==> src/rtl/assert_macros.svh <==
// Assertion macros used by the hash table RTL.
`ifndef ASSERT_MACROS_SVH
`define ASSERT_MACROS_SVH

// Consequence must hold in the same cycle as the antecedent.
`define ASSERT_IMPL(lbl, ante, cons) \
    lbl: assert property (@(posedge i_clk) disable iff (!i_rst_n) (ante) |-> (cons)) \
        else $error("assertion failed");

// Consequence must hold in the cycle after the antecedent.
`define ASSERT_NEXT(lbl, ante, cons) \
    lbl: assert property (@(posedge i_clk) disable iff (!i_rst_n) (ante) |=> (cons)) \
        else $error("assertion failed");

`endif

==> src/rtl/lpht_pkg.sv <==
`timescale 1ns / 1ps
package lpht_pkg;

    localparam int DEF_MAX_SLOTS = 1024;
    localparam logic [10:0] MOD_RESET = 11'd1024;

    localparam logic [1:0] KIND_INSERT = 2'd0;
    localparam logic [1:0] KIND_SEARCH = 2'd1;
    localparam logic [1:0] KIND_ERASE  = 2'd2;

    localparam logic [2:0] ST_INSERTED = 3'd0;
    localparam logic [2:0] ST_PRESENT  = 3'd1;
    localparam logic [2:0] ST_FULL     = 3'd2;
    localparam logic [2:0] ST_FOUND    = 3'd3;
    localparam logic [2:0] ST_MISSING  = 3'd4;
    localparam logic [2:0] ST_ERASED   = 3'd5;

    typedef struct packed {
        logic [1:0]  kind;
        logic [30:0] key;
    } t_in_item;

    typedef struct packed {
        logic [2:0] status;
        logic [9:0] amount;
    } t_out_item;

    typedef struct packed {
        logic busy;
        logic done;
    } t_mod_stat;

    typedef enum logic [3:0] {
        S_CLEAR,
        S_IDLE,
        S_HASH,
        S_PRD,
        S_PCHK,
        S_ERD,
        S_ECHK,
        S_EDIV,
        S_ECLR,
        S_OUT
    } t_state;

endpackage

==> src/rtl/lpht_mod.sv <==
`timescale 1ns / 1ps
module lpht_mod #(
    parameter int MAX_SLOTS = lpht_pkg::DEF_MAX_SLOTS
) (
    input  logic                             i_clk,
    input  logic                             i_rst_n,
    input  logic                             i_start,
    input  logic [30:0]                      i_dividend,
    input  logic [$clog2(MAX_SLOTS+1)-1:0]   i_divisor,
    output lpht_pkg::t_mod_stat              o_stat,
    output logic [$clog2(MAX_SLOTS)-1:0]     o_rem
);
    import lpht_pkg::*;

    localparam int AW = $clog2(MAX_SLOTS);
    localparam int MW = $clog2(MAX_SLOTS + 1);

    // Restoring remainder, one dividend bit per cycle, MSB first.
    logic          r_busy, r_done;
    logic [4:0]    r_cnt;
    logic [30:0]   r_q;
    logic [MW-1:0] r_rem, r_div;
    logic [MW:0]   trial;

    assign trial = {r_rem, r_q[30]};

    always_ff @(posedge i_clk) begin
        if (!i_rst_n) begin
            r_busy <= 1'b0;
            r_done <= 1'b0;
            r_cnt  <= 5'd0;
        end else begin
            r_done <= 1'b0;
            if (i_start) begin
                r_busy <= 1'b1;
                r_cnt  <= 5'd31;
            end else if (r_busy) begin
                r_cnt <= r_cnt - 5'd1;
                if (r_cnt == 5'd1) begin
                    r_busy <= 1'b0;
                    r_done <= 1'b1;
                end
            end
        end
    end

    always_ff @(posedge i_clk) begin
        if (i_start) begin
            r_q   <= i_dividend;
            r_div <= i_divisor;
            r_rem <= '0;
        end else if (r_busy) begin
            r_q <= {r_q[29:0], 1'b0};
            if (trial >= {1'b0, r_div}) begin
                r_rem <= MW'(trial - {1'b0, r_div});
            end else begin
                r_rem <= MW'(trial);
            end
        end
    end

    assign o_stat.busy = r_busy;
    assign o_stat.done = r_done;
    assign o_rem       = AW'(r_rem);

endmodule

==> config.mk <==
export PLATFORM = sky130hd
export DESIGN_NAME = lpht_mod
export DESIGN_NICKNAME = d
export VERILOG_FILES = /design/src/rtl/assert_macros.svh /design/src/rtl/lpht_pkg.sv /design/src/rtl/lpht_mod.sv
export SDC_FILE = /design/constraint.sdc
export NUM_CORES = 1
export LEC_CHECK = 0
export ABC_AREA = 1
export BUFFER_PORTS_ARGS = -buffer_cell sky130_fd_sc_hd__buf_2
export CELL_PAD_IN_SITES_DETAIL_PLACEMENT = 0
export CELL_PAD_IN_SITES_GLOBAL_PLACEMENT = 1
export CORE_MARGIN = 3
export CORE_UTILIZATION = 42
export CTS_CLUSTER_SIZE = 16
export DETAILED_ROUTE_END_ITERATION = 8
export GPL_ROUTABILITY_DRIVEN = 1
export PLACE_DENSITY_LB_ADDON = 0.25
export RECOVER_POWER = 50
export SLEW_MARGIN = 10
export SYNTH_ARGS = -nofsm -noshare
export SYNTH_HDL_FRONTEND = slang
export SYNTH_SLANG_ARGS = --single-unit
export TNS_END_PERCENT = 10
==> constraint.sdc <==
create_clock -name i_clk -period 2.5 [get_ports i_clk]
set_input_delay 0.625 -clock i_clk [delete_from_list [all_inputs] [get_ports i_clk]]
set_output_delay 0.625 -clock i_clk [all_outputs]
set_load 0.01 [all_outputs]
==> results.toml <==
[die]
core_mm2 = 0.00781
start_util = 0.435
dieHeight_um = 95.9
io_pins = 57
dieArea_mm2 = 0.00920
rows = 32
die_w_um = 95.9

[critical_path]
slowest_stage = "fa_1"
path_max_fanout = 12
path_cells = "inv_1 -> ha_1 -> fa_1 -> inv_1 -> nand3_1 -> nand3_2 -> nand2_4 -> nand3_4 -> nand2_1 -> nand3_1 -> o21ai_0"
cp.required_ns = 2.72
critPathKind = "flop to flop"
slowest_delay_ns = 0.42
critPathCaptureType = "flop"
start_kind = "flop"
arrival_ns = 2.28

[synth]
synth-seq-cells = 60
ys_warn_count = 0
syn_inst = 408
synth.cell_area_mm2 = 0.00340
synth_cell_types = 37
syn-mean-instance-area_um2 = 8.33
synth-edff-count = 42
ys_seq_area_frac = 0.477
synth-async-reset-ratio = 0
synth.net_count = 467
ys.flop_type = "edfxtp_1"

[placement]
portBuffers = 56
dpl.hpwl_um = 5010
dpl_cell_area_mm2 = 0.00366
gp_congestion = 0.847

[timing]
setup-tns-final_ns = 0
hold_violations = 0
min_period_over_period = 0.826
worst_pin_slew_ns = 0.871
setup_viol = 0
slew_headroom = 0.418
rsz0062_at_grt = "no"
fin_skew_ns = 0.00709
clock.fmax_ghz = 0.484
period_needed_ns = 2.07
finalMaxSlewViolations = 0

[power]
p_seq_frac = 0.465
ir_drop_mv = 0.361
leakage_nw = 2.01
finalPower_mw = 2.55
swShare = 0.242
clkPwrFrac = 0.420
power_frac_comb = 0.115
p_switching_uw = 617
p_int_mw = 1.93
power_per_cell_area_mw_per_mm2 = 657

[clock_network]
cts_buffers = 9
post_cts_buffers = 0
cts_max_level = 3
cts_tree = "done"
clk_pin_slew_ns = 0.07
numClockSinks = 60
cts-root-buf = "clkbuf_8"
postCtsHoldBufs = 0
clk_path_buf_depth = 2
clkLatencyLatePin_ns = 0.34
cts_resized = 0

[finish]
antenna_cells = 0
area_growth_pct = 14.2
nFillCells = 811
fin_area_mm2 = 0.00388
drive_above_1_share = 0.216
layout.nets = 513

[routing]
drc = 0
wl_um = 7010
postRouteAntennaNets = 0
wl_per_cell_um = 12.5
dr.pass1.iters = 4
detail_route.iter0.violations = 90
via_count = 2610
vias_per_cell = 4.65

[grt]
grt.total_usage = 0.167
grt_overflow = 0
grt_max_degree = 39
antenna_found_initial = 0
grt_pass1_wl_um = 11800
grt_pass1_vias = 2606

[hold_path]
worstHoldPathType = "input port to flop"

[status]
status = "completed"

[run]
cap_violations = 0
[power groups by stage]
stage          clock (mW)  sequential, mW  combinational (mW)
6_report             1.07            1.19               0.293
4_1_cts              1.09            1.19               0.303
2_1_floorplan           0            1.20               0.211
3_3_place_gp            0            1.21               0.296
5_1_grt              1.13            1.19               0.338
3_5_place_dp            0            1.21               0.301
[logic make-up (layout without fill, tap and decap cells)]
kind of cell,count (synthesis),count (layout),synth area share
buffers and inverters,87,138,0.122
xor gates and xnor gates,3,3,0.00774
DFF,60,60,0.477
adders and majority gates,14,14,0.0538
AOI/OAI and AO/OA,20,20,0.0361
and+or+nand+nor,224,224,0.304
[layout by cell type (no fill, tap or decap), types with 4 or more instances in the layout]
cell type / Yosys / layout
nor2_1: 7 / 8
o21ai_1: 5 / 5
nand2_1: 157 / 157
clkbuf_8: 0 / 9
nand2_2: 8 / 8
nand4_1: 13 / 13
nand3_2: 7 / 7
inv_1: 57 / 57
nand3_1: 22 / 22
o21ai_0: 4 / 4
inv_2: 5 / 5
edfxtp_1: 42 / 42
clkbuf_1: 5 / 5
dfxtp_1: 18 / 18
buf_2: 2 / 53
a21oi_1: 6 / 6
ha_1: 13 / 13
[layer usage]
layer,up-vias,wire (um),GRT usage
met5,-,0,0
met4,0,82,0.0746
met3,7,364,0.0352
met2,56,3230,0.275
met1,1169,3330,0.211
li1,1378,-,-
[synthesized netlist by cell type, types with 3 or more instances]
master,number,share of area
buf_4,12,0.027
nand3_1,22,0.032
clkbuf_1,5,0.0055
nand2_1,157,0.17
nand4_1,13,0.024
a21oi_1,6,0.0088
inv_2,5,0.0055
ha_1,13,0.048
inv_1,57,0.063
edfxtp_1,42,0.37
o21ai_0,4,0.0059
nor2_1,7,0.0077
dfxtp_1,18,0.11
o21ai_1,5,0.0074
buf_6,3,0.0099
nand2_2,8,0.015
nand3_2,7,0.021
[stage by stage]
step                      utilization  worst slack (ns)  hold slack [ns]  instances
final                           0.497             0.434            0.456        561
after global routing            0.497             0.239            0.446        561
after CTS                       0.500             0.442            0.439        561
after detailed placement        0.469             0.439            0.481        545
after global placement          0.469             0.506            0.464        545
after floorplan                     -             0.510            0.450        408
[worst max-delay path, delay by kind of cell, from the launching register on]
kind / cells / cell delay (ns)
simple gates: 6 / 0.72
fa+ha+maj: 2 / 0.64
flops: 1 / 0.32
buf+inv: 2 / 0.17
compound gates: 1 / 0.08
[sequential cells by signal (all words and copies together), names as in the netlist]
| signal | cells |
|---|---|
| r_q | 31 |
| r_busy | 1 |
| r_rem | 11 |
| r_div | 11 |
| r_done | 1 |
| r_cnt | 5 |
[area by class of cell]
cell class | count | area (um2) | area share
Timing Repair Buffer | 59 | 293 | 0.0755
Clock inverter | 6 | 113 | 0.0290
Inverter | 63 | 236 | 0.0610
Tap cell | 102 | 128 | 0.0329
Multi-Input combinational cell | 261 | 1360 | 0.351
Sequential cell | 60 | 1620 | 0.418
Clock buffer | 10 | 128 | 0.0329
[worst paths after layout]
kind,slack [ns],from,cells after the start,endpoint
max reg2reg,0.43,r_q[30]$_DFFE_PP_,11,r_rem[0]$_SDFFE_PP0P_
min reg2reg,0.49,r_rem[10]$_SDFFE_PP0P_,2,r_rem[10]$_SDFFE_PP0P_
min,0.46,i_divisor[5],1,r_div[5]$_DFFE_PP_
max,0.43,r_q[30]$_DFFE_PP_,11,r_rem[0]$_SDFFE_PP0P_
No activity file was read; power rests on OpenSTA's default activity.
